--- src/hw/rtl/plcl_pkg.sv ---
// ----------------------------------------------------------------------------
// plcl_pkg
// Shared constants and types of the piecewise-linear color lookup.
// ----------------------------------------------------------------------------
package plcl_pkg;

  localparam int MAX_POINTS   = 7;
  localparam int VALUE_BITS   = 16;
  localparam int CHANNEL_BITS = 8;
  localparam int NUM_CHAN     = 4;
  localparam int IDX_BITS     = $clog2(MAX_POINTS);
  localparam int REG_BITS     = 48;
  localparam int POS_LSB      = 32;

  localparam logic [2:0] REG_POINT_COUNT = 3'd0;

  typedef logic [VALUE_BITS-1:0]                     value_t;
  typedef logic [CHANNEL_BITS-1:0]                   chan_t;
  typedef logic [NUM_CHAN-1:0][CHANNEL_BITS-1:0]     color_t;
  typedef logic [MAX_POINTS-1:0][VALUE_BITS-1:0]     pos_array_t;
  typedef logic [MAX_POINTS-1:0][NUM_CHAN-1:0][CHANNEL_BITS-1:0] color_array_t;

  typedef struct packed {
    logic                                     direct;
    logic [VALUE_BITS-1:0]                    d;
    logic [NUM_CHAN-1:0][VALUE_BITS-1:0]      rem;
    logic [NUM_CHAN-1:0][CHANNEL_BITS-1:0]    low;
    logic [NUM_CHAN-1:0][CHANNEL_BITS-1:0]    quo;
  } cell_t;

endpackage

--- src/hw/rtl/plcl_div_cell.sv ---
// ----------------------------------------------------------------------------
// plcl_div_cell
// One restoring division step on all four channels, one quotient bit each; direct beats pass unchanged.
// ----------------------------------------------------------------------------
module plcl_div_cell (
  input  logic            clk,
  input  logic            rst,
  input  logic            in_valid,
  output logic            in_ready,
  input  plcl_pkg::cell_t in_beat,
  output logic            out_valid,
  input  logic            out_ready,
  output plcl_pkg::cell_t out_beat
);

  localparam int VB = plcl_pkg::VALUE_BITS;
  localparam int CB = plcl_pkg::CHANNEL_BITS;
  localparam int NC = plcl_pkg::NUM_CHAN;

  logic            en;
  logic [VB:0]     r2;
  plcl_pkg::cell_t beat_next;

  always_comb begin
    beat_next = in_beat;
    r2 = '0;
    if (!in_beat.direct) begin
      for (int c = 0; c < NC; c++) begin
        r2 = {in_beat.rem[c], in_beat.low[c][CB-1]};
        beat_next.low[c] = in_beat.low[c] << 1;
        if (r2 >= {1'b0, in_beat.d}) begin
          beat_next.rem[c] = VB'(r2 - {1'b0, in_beat.d});
          beat_next.quo[c] = {in_beat.quo[c][CB-2:0], 1'b1};
        end else begin
          beat_next.rem[c] = r2[VB-1:0];
          beat_next.quo[c] = {in_beat.quo[c][CB-2:0], 1'b0};
        end
      end
    end
  end

  assign en       = !out_valid || out_ready;
  assign in_ready = en;

  always_ff @(posedge clk) begin
    if (rst) begin
      out_valid <= 1'b0;
    end else if (en) begin
      out_valid <= in_valid;
    end
    if (en && in_valid) begin
      out_beat <= beat_next;
    end
  end

endmodule

--- config.mk ---
export PLATFORM = sky130hd
export DESIGN_NAME = plcl_div_cell
export DESIGN_NICKNAME = d
export VERILOG_FILES = /design/src/hw/rtl/plcl_pkg.sv /design/src/hw/rtl/plcl_div_cell.sv
export SDC_FILE = /design/constraint.sdc
export NUM_CORES = 1
export LEC_CHECK = 0
export BUFFER_PORTS_ARGS = -buffer_cell sky130_fd_sc_hd__buf_2
export CORE_ASPECT_RATIO = 1.5
export CORE_MARGIN = 5
export CORE_UTILIZATION = 39
export CTS_CLUSTER_DIAMETER = 60
export CTS_CLUSTER_SIZE = 8
export DETAILED_ROUTE_END_ITERATION = 16
export HOLD_SLACK_MARGIN = 0.15
export MAX_ROUTING_LAYER = met4
export PLACE_DENSITY_LB_ADDON = 0.1
export SLEW_MARGIN = 20
export SYNTH_ARGS = -nofsm -noshare
export SYNTH_HDL_FRONTEND = slang
export SYNTH_SLANG_ARGS = --single-unit
--- constraint.sdc ---
create_clock -name clk -period 6.1 [get_ports clk]
set_input_delay 0.61 -clock clk [delete_from_list [all_inputs] [get_ports clk]]
set_output_delay 0.61 -clock clk [all_outputs]
set_load 0.03 [all_outputs]
==> flow_metrics.env <==
export IMPL_yosys_register_bits=146
export IMPL_wl_per_cell_microns=19.4
export IMPL_core_sq_um=25000
export IMPL_p_per_area_nw_per_um2=265
export IMPL_worstPathArrival_ns=3.45
export IMPL_met3_length_microns=1520
export IMPL_dr_wl_met2_microns=15300
export IMPL_cts_sinks=146
export IMPL_cts_max_path_buffers=2
export IMPL_fin_cells=1539
export IMPL_drive_gt1_frac=0.335
export IMPL_finalSetupTns_ns=0
export IMPL_maxSlewHeadroom=0.345
export IMPL_drc_errors=0
export IMPL_antenna_found_initial=1
export IMPL_synth_edf_count=145
export IMPL_clk_latency_ns=0.43
export IMPL_final_setup_skew_ns=0.0164
export IMPL_grt_overflow_total=0
export IMPL_synth_top_area_frac=0.444
export IMPL_postRouteAntennaNets=0
export IMPL_grt_pass1_vias=8157
export IMPL_dp_slack_ns=2.35
export IMPL_ctsRootBufferMaster="clkbuf_16"
export IMPL_fp_dieW_microns=139
export IMPL_die_y_microns=204
export IMPL_synthFlopType="edfxtp_1"
export IMPL_via_count=8143
export IMPL_hold_depth=2
export IMPL_synthTopCellsByArea="edfxtp_1 (44%), ha_1 (8.2%), mux2_2 (7.0%)"
export IMPL_rsz0062_at_grt="false"
export IMPL_synthesis_nets=1134
export IMPL_h_tree_depth=4
export IMPL_cts_setup_buffers=0
export IMPL_postRouteWirelength_microns=29900
export IMPL_synth_area_per_cell_sq_um=10.7
export IMPL_timing_fmax_mhz=304
export IMPL_io_pin_count=296
export IMPL_timing_hold_ws_ns=0.321
export IMPL_worst_path_max_fanout=20
export IMPL_cp_start_kind="input port"
export IMPL_detail_route_vias_per_cell=5.29
export IMPL_dieArea_sq_um=28500
export IMPL_setup_viol=0
export IMPL_fin_area_sq_um=12200
export IMPL_async_flop_share=0
export IMPL_start_util=0.393
export IMPL_period_needed_ns=3.29
export IMPL_cts_tree="built"
export IMPL_met1_length_microns=12300
export IMPL_fillerInstances=2432
export IMPL_hpwl_microns=23200
export IMPL_synth_most_common_cell="edfxtp_1"
export IMPL_endpoint_kind="register"
export IMPL_dp_cells=1506
export IMPL_synthTopCellsByCount="edfxtp_1 (145), a21oi_1 (82), nand2_1 (66)"
export IMPL_path_clk_slew_ns=0.07
export IMPL_rows=71
export IMPL_cts_made_buffers=17
export IMPL_syn_inst=917
export IMPL_finalHoldViolCount=0
export IMPL_grt_pass1_wl_microns=45800
export IMPL_power_mw=3.23
export IMPL_synth_seq_area_share=0.446
export IMPL_power_leakage_nw=5.31
export IMPL_finalCritPeriodShare=0.539
export IMPL_grt_max_degree=95
export IMPL_max_vdd_ir_drop_mv=0.192
export IMPL_synth_area_leader_cell="edfxtp_1"
export IMPL_dpl_cell_area_sq_um=11600
export IMPL_synth_area_sq_um=9810
export IMPL_grt_usage=0.213
export IMPL_drt_iter0_markers=421
export IMPL_port_buffers=295
export IMPL_tightestPinTransition_ns=0.982
export IMPL_top_layer="met4"
export IMPL_ctsHoldBuffers=0
export IMPL_crit_required_ns=6.27
export IMPL_final_net_count=1414
export IMPL_setup_slack_ns=2.81
export IMPL_max_cap_violations=0
export IMPL_routabilityCongestion=0.885
export IMPL_outcome="complete, no violations"
export IMPL_first_pass_iters=4
export IMPL_synth_distinct_cells=71
export IMPL_final_util=0.487
export IMPL_drv_slew=0
export IMPL_ff2ff_path_depth=3
export IMPL_areaGrowthSynthToFinish_pct=24.0
export IMPL_yosysWarnings=0
export IMPL_cts_resized=0
export IMPL_crit_type="input port to register"
export IMPL_hold_path_class="input port to register"
[registers in the layout, indices dropped and copies added (netlist names)]
name       count
out_valid      1
out_beat     145
[cell usage in the layout, fill, tap and decap left out, types with 18 or more instances in the layout]
cell type,instances
mux2_2,61
buf_2,294
a21oi_1,82
nand2_1,66
nor2_1,59
xor2_1,21
xnor2_1,27
o21ai_0,62
ha_1,64
mux2i_1,45
a21o_1,20
edfxtp_1,145
inv_1,44
nand3_1,18
[cell type report]
cell class	count	area, sq um	share of cell area
flip-flops and latches	146	4370	0.360
well taps	328	410	0.0338
clock buffers	18	429	0.0353
diodes	2	5.00	0.000412
multi-input cells	689	5100	0.419
clock inverters	13	158	0.0130
inverters	45	169	0.0139
repair buffers	298	1510	0.125
[final timing paths]
| kind | to | slack (ns) | from |
|---|---|---|---|
| setup / recovery | out_beat[93]$_DFFE_PP_ | 2.81 | in_beat[129] |
| hold / removal | out_valid$_SDFFE_PP0N_ | 0.32 | rst |
| setup reg to reg | out_beat[42]$_DFFE_PP_ | 4.11 | out_valid$_SDFFE_PP0N_ |
| hold reg to reg | out_valid$_SDFFE_PP0N_ | 0.52 | out_valid$_SDFFE_PP0N_ |
[logic make-up (layout without fill, tap and decap cells)]
group           count (synthesis)  in the layout  share of synthesized area
fa+ha+maj                      68             68                     0.0898
compound gates                258            258                      0.169
mux                           106            106                      0.116
flops                         146            146                      0.446
buf+inv                        82            374                     0.0356
xor+xnor                       48             48                     0.0429
other cells                     0              2                          0
simple gates                  209            209                      0.101
[worst max-delay path, stage by stage]
cell	delay, ns
buf_2	0.10
inv_1	0.42
ha_1	0.22
nor2b_1	0.22
nor2_1	0.08
o221a_2	0.30
o21ai_1	0.21
nand2_1	0.58
and3_1	0.44
a221o_1	0.25
[report_power, final]
| group | internal, mW | switching [mW] |
|---|---|---|
| Clock | 0.641 | 0.427 |
| Sequential | 1.21 | 0.0208 |
| Combinational | 0.340 | 0.583 |
[routing by layer]
metal,vias up,global-route usage
met2,224,0.370
met1,3839,0.246
met4,0,0.0710
met3,37,0.0426
met5,-,-
li1,4043,-
No activity file was read; power rests on OpenSTA's default activity.
