File: config.mk
export PLATFORM = sky130hd
export DESIGN_NAME = plcl_select
export DESIGN_NICKNAME = d
export VERILOG_FILES = /design/src/hw/rtl/plcl_pkg.sv /design/src/hw/rtl/plcl_select.sv
export SDC_FILE = /design/constraint.sdc
export NUM_CORES = 2
export LEC_CHECK = 0
export ABC_AREA = 1
export BUFFER_PORTS_ARGS = -buffer_cell sky130_fd_sc_hd__buf_2
export CAP_MARGIN = 20
export CORE_ASPECT_RATIO = 2
export CORE_UTILIZATION = 49
export DETAILED_ROUTE_END_ITERATION = 12
export PLACE_DENSITY = 0.7
export SLEW_MARGIN = 20
export SYNTH_ARGS = -nofsm -noshare
export SYNTH_HDL_FRONTEND = slang
export SYNTH_SLANG_ARGS = --single-unit
File: constraint.sdc
create_clock -name clk -period 8.7 [get_ports clk]
set_input_delay 1.305 -clock clk [delete_from_list [all_inputs] [get_ports clk]]
set_output_delay 1.305 -clock clk [all_outputs]
set_load 0.05 [all_outputs]
File: src/hw/rtl/plcl_pkg.sv
// ----------------------------------------------------------------------------
// plcl_pkg
// Shared constants and types of the piecewise-linear color lookup.
// ----------------------------------------------------------------------------
package plcl_pkg;

  localparam int MAX_POINTS   = 7;
  localparam int VALUE_BITS   = 16;
  localparam int CHANNEL_BITS = 8;
  localparam int NUM_CHAN     = 4;
  localparam int IDX_BITS     = $clog2(MAX_POINTS);
  localparam int REG_BITS     = 48;
  localparam int POS_LSB      = 32;

  localparam logic [2:0] REG_POINT_COUNT = 3'd0;

  typedef logic [VALUE_BITS-1:0]                     value_t;
  typedef logic [CHANNEL_BITS-1:0]                   chan_t;
  typedef logic [NUM_CHAN-1:0][CHANNEL_BITS-1:0]     color_t;
  typedef logic [MAX_POINTS-1:0][VALUE_BITS-1:0]     pos_array_t;
  typedef logic [MAX_POINTS-1:0][NUM_CHAN-1:0][CHANNEL_BITS-1:0] color_array_t;

  typedef struct packed {
    logic                                     direct;
    logic [VALUE_BITS-1:0]                    d;
    logic [NUM_CHAN-1:0][VALUE_BITS-1:0]      rem;
    logic [NUM_CHAN-1:0][CHANNEL_BITS-1:0]    low;
    logic [NUM_CHAN-1:0][CHANNEL_BITS-1:0]    quo;
  } cell_t;

endpackage

File: src/hw/rtl/plcl_select.sv
// ----------------------------------------------------------------------------
// plcl_select
// Segment search and weighted sum, two registered stages feeding the divider.
// ----------------------------------------------------------------------------
module plcl_select (
  input  logic                  clk,
  input  logic                  rst,
  input  logic                  in_valid,
  output logic                  in_ready,
  input  plcl_pkg::value_t      sample_value,
  input  logic [2:0]            point_count,
  input  plcl_pkg::pos_array_t  pos,
  input  plcl_pkg::color_array_t color,
  output logic                  out_valid,
  input  logic                  out_ready,
  output plcl_pkg::cell_t       out_beat
);

  localparam int VB = plcl_pkg::VALUE_BITS;
  localparam int CB = plcl_pkg::CHANNEL_BITS;
  localparam int NC = plcl_pkg::NUM_CHAN;
  localparam int IW = plcl_pkg::IDX_BITS;

  logic [2:0]          n;
  logic [IW-1:0]       last;
  logic [IW-1:0]       hi;
  logic [IW-1:0]       lo;
  logic                hit;
  logic                direct;
  plcl_pkg::color_t    dcolor;

  logic                a_valid;
  logic                a_en;
  logic                a_direct;
  plcl_pkg::color_t    a_color;
  plcl_pkg::value_t    a_d;
  plcl_pkg::value_t    a_t;
  plcl_pkg::color_t    a_clo;
  plcl_pkg::color_t    a_chi;

  logic                b_en;
  logic [NC-1:0][VB+CB-1:0] num;

  always_comb begin
    n = (point_count > 3'(plcl_pkg::MAX_POINTS)) ? 3'(plcl_pkg::MAX_POINTS) : point_count;
    last = (n == 3'd0) ? '0 : IW'(n - 3'd1);
    hit = 1'b0;
    hi = last;
    for (int c = 1; c < plcl_pkg::MAX_POINTS; c++) begin
      if (!hit && c <= int'(last) && pos[c] >= sample_value) begin
        hi = IW'(c);
        hit = 1'b1;
      end
    end
    lo = (hi == '0) ? '0 : hi - IW'(1);
    direct = 1'b1;
    if (n == 3'd0) begin
      dcolor = '1;
    end else if (n == 3'd1 || sample_value <= pos[0]) begin
      dcolor = color[0];
    end else if (sample_value >= pos[last]) begin
      dcolor = color[last];
    end else if (pos[hi] == sample_value) begin
      dcolor = color[hi];
    end else begin
      dcolor = '0;
      direct = 1'b0;
    end
  end

  assign b_en     = !out_valid || out_ready;
  assign a_en     = !a_valid || b_en;
  assign in_ready = a_en;

  always_ff @(posedge clk) begin
    if (rst) begin
      a_valid <= 1'b0;
    end else if (a_en) begin
      a_valid <= in_valid;
    end
    if (a_en && in_valid) begin
      a_direct <= direct;
      a_color  <= dcolor;
      a_d      <= pos[hi] - pos[lo];
      a_t      <= sample_value - pos[lo];
      a_clo    <= color[lo];
      a_chi    <= color[hi];
    end
  end

  always_comb begin
    for (int c = 0; c < NC; c++) begin
      num[c] = (VB+CB)'(a_clo[c]) * (VB+CB)'(a_d - a_t)
             + (VB+CB)'(a_chi[c]) * (VB+CB)'(a_t)
             + (VB+CB)'(a_d >> 1);
    end
  end

  always_ff @(posedge clk) begin
    if (rst) begin
      out_valid <= 1'b0;
    end else if (b_en) begin
      out_valid <= a_valid;
    end
    if (b_en && a_valid) begin
      out_beat.direct <= a_direct;
      out_beat.d      <= a_d;
      for (int c = 0; c < NC; c++) begin
        out_beat.rem[c] <= num[c][VB+CB-1:CB];
        out_beat.low[c] <= num[c][CB-1:0];
      end
      out_beat.quo <= a_direct ? a_color : '0;
    end
  end

endmodule

==> impl_metrics.csv <==
group,metric,value,unit
status,outcome,"finished, final reports clean",
timing,fin_worst_skew,0.03829,ns
yosys,synthFlopType,"edfxtp_1",
final_layout,final_core_util,54.06,%
timing,worst_pin_slew,1.054,ns
global_route,gr-total-overflow,0,
global_route,grt_pass1_wl,382800,µm
yosys,synth_fp_nets,9588,
timing,fin_crit_sh,95.05,%
yosys,ys_seq_elements,276,
final_layout,layout_common_cells,"inv_1, nand2_1, fa_1",
placement,dpl-instance-area,64520,µm²
yosys,synth_cell_types,57,
yosys,synth_edf_count,274,
timing,hold_ws,0.4608,ns
final_layout,final_layout_size_suffix_gt1_share,10.67,%
setup_path,path_max_fanout,4,
final_layout,fillers,11800,
yosys,yosysWarnings,0,
timing,hold_viol_final,0,
yosys,syn-cell-area,60020,µm²
timing,slew_headroom,29.70,%
drt,drt_wl_total,265500,µm
clock_network,clock_path_buffers,3,
floorplan,num_rows,181,
drt,drc,0,
yosys,avgSynthCellArea,7.693,µm²
final_layout,mostFrequentLayoutCell,"inv_1",
global_route,grt_pass1_vias,60090,
drt,drt_pass1_iterations,8,
setup_path,crit_path_end_kind,"flop",
final_layout,synthToLayoutAreaGrowth,9.540,%
setup_path,cp_slowest_cell,"fa_1",
global_route,grt_start_max_net_pins,107,
placement,portBuffers,505,
placement,gp_congestion,1.053,
setup_path,worst_ep_arrival_time,8.72,ns
timing,slew_viol_final,0,
drt,vias_per_cell,5.851,
final_layout,nets,9905,
placement,hpwl,209400,µm
floorplan,die_area,124000,µm²
drt,routedWlPerCell,27.27,µm
floorplan,core_region_area,121600,µm²
clock_network,cts_max_level,1,
setup_path,required,9.15,ns
setup_path,critical_path_class,"flop to flop",
drt,drt_iter0_drc,4868,
timing,period_needed,8.269,ns
floorplan,ios,506,
final_layout,finalInstanceArea,65740,µm²
drt,ant_nets,0,
setup_path,cpPeakStageDelay,0.56,ns
floorplan,start_util,49.35,%
flow_run,drv_cap,0,
global_route,grt_usage,42.98,%
clock_network,clk_pin_slew,0.07,ns
clock_network,post_cts_buffers,0,
clock_network,worstSkewPairLatency,0.71,ns
clock_network,cts_tree,"done",
floorplan,chipHeight,496.9,µm
hold_path,holdCritPathClass,"flop to flop",
clock_network,cts_buffers,31,
clock_network,postCtsResizedCells,0,
clock_network,root_buffer,"clkbuf_16",
clock_network,ctsHoldBuffers,0,
yosys,netlist_instances,7802,
timing,max_freq,120.9,MHz
setup_path,cp-start-kind,"flop",
global_route,antenna_found_initial,66,
floorplan,die-width,249.5,µm
timing,setup_viol,0,
yosys,yosysSeqAreaShare,13.78,%
yosys,async_flop_share,0,%
drt,vias,56980,
clock_network,cts_sinks,276,
## worst paths after layout
kind,from,end,slack [ns],depth (start not counted)
max,a_d[0]$_DFFE_PP_,out_beat[78]$_DFFE_PP_,0.43,41
min,a_d[0]$_DFFE_PP_,out_beat[128]$_DFFE_PP_,0.46,0
max reg2reg,a_d[0]$_DFFE_PP_,out_beat[78]$_DFFE_PP_,0.43,41
min reg2reg,a_d[0]$_DFFE_PP_,out_beat[128]$_DFFE_PP_,0.46,0
## state kept, by name, summed over array words and instances, names as in the netlist
signal	flops
a_clo	32
a_chi	32
a_color	32
a_direct	1
a_valid	1
out_beat	145
a_t	16
out_valid	1
a_d	16
## per-layer routing
layer / vias to the layer above / GRT usage [%] / part of all wire, %
li1: 24470 / - / -
met2: 3350 / 72.71 / 48
met5: - / 0 / 0.13
met1: 27650 / 40.24 / 29
met4: 52 / 47.65 / 14
met3: 1454 / 10.55 / 9.1
## synthesized netlist by cell type, drive strengths merged (46+ instances only)
master | instances | area share, %
inv | 1839 | 12
nand2 | 1817 | 11
fa | 969 | 32
ha | 458 | 9.5
o21ai | 442 | 3.7
a21oi | 389 | 3.3
nor2 | 371 | 2.4
clkbuf | 340 | 2.1
nand3 | 292 | 2.5
edfxtp | 274 | 14
xor2 | 94 | 1.4
buf | 87 | 0.78
xnor2 | 62 | 0.90
o211ai | 60 | 0.75
a32oi | 46 | 0.67
## per-stage QoR
| step | cells | TNS [ns] | worst slack (ns) |
|---|---|---|---|
| 2_1_floorplan | 7802 | 0 | 0.5457 |
| 3_3_place_gp | 9640 | 0 | 0.2895 |
| 3_5_place_dp | 9640 | 0 | 0.1625 |
| 4_1_cts | 9697 | 0 | 0.1244 |
| 5_1_grt | 9710 | -0.01399 | -0.01399 |
| 6_report | 9737 | 0 | 0.4310 |
## final cells by class
cell class	count	area (µm²)	share of cell area (%)
Multi-Input combinational cell	5255	43210	65.73
Sequential cell	276	8268	12.58
Inverter	1844	6927	10.54
Timing Repair Buffer	711	4249	6.463
Tap cell	1555	1946	2.959
Clock buffer	32	779.5	1.186
Clock inverter	25	264.0	0.4016
Antenna cell	39	97.59	0.1484
## kinds of logic (layout without fill, tap and decap cells)
kind of cell             Yosys count  count (layout)  synth area share (%)
XOR/XNOR                         156             156                 2.277
AND/OR/NAND/NOR                 2566            2566                 17.17
AO/OA/AOI/OAI                   1106            1106                 10.47
flip-flops                       276             276                 13.78
other                              0              39                     0
buffers and inverters           2271            2612                 14.44
adder cells (fa/ha/maj)         1427            1427                 41.87
## critical path: cells and delay by family (launching register included)
family / cells / cell delay [ns]
adders and majority gates: 9 / 3.94
AOI/OAI and AO/OA: 11 / 1.75
and+or+nand+nor: 11 / 0.98
buffers and inverters: 8 / 0.66
DFF: 1 / 0.39
xor gates and xnor gates: 2 / 0.30
Power is left out: the tool's default activity adds up to more than one toggle a clock period on the data nets, which glitch-free logic cannot reach.
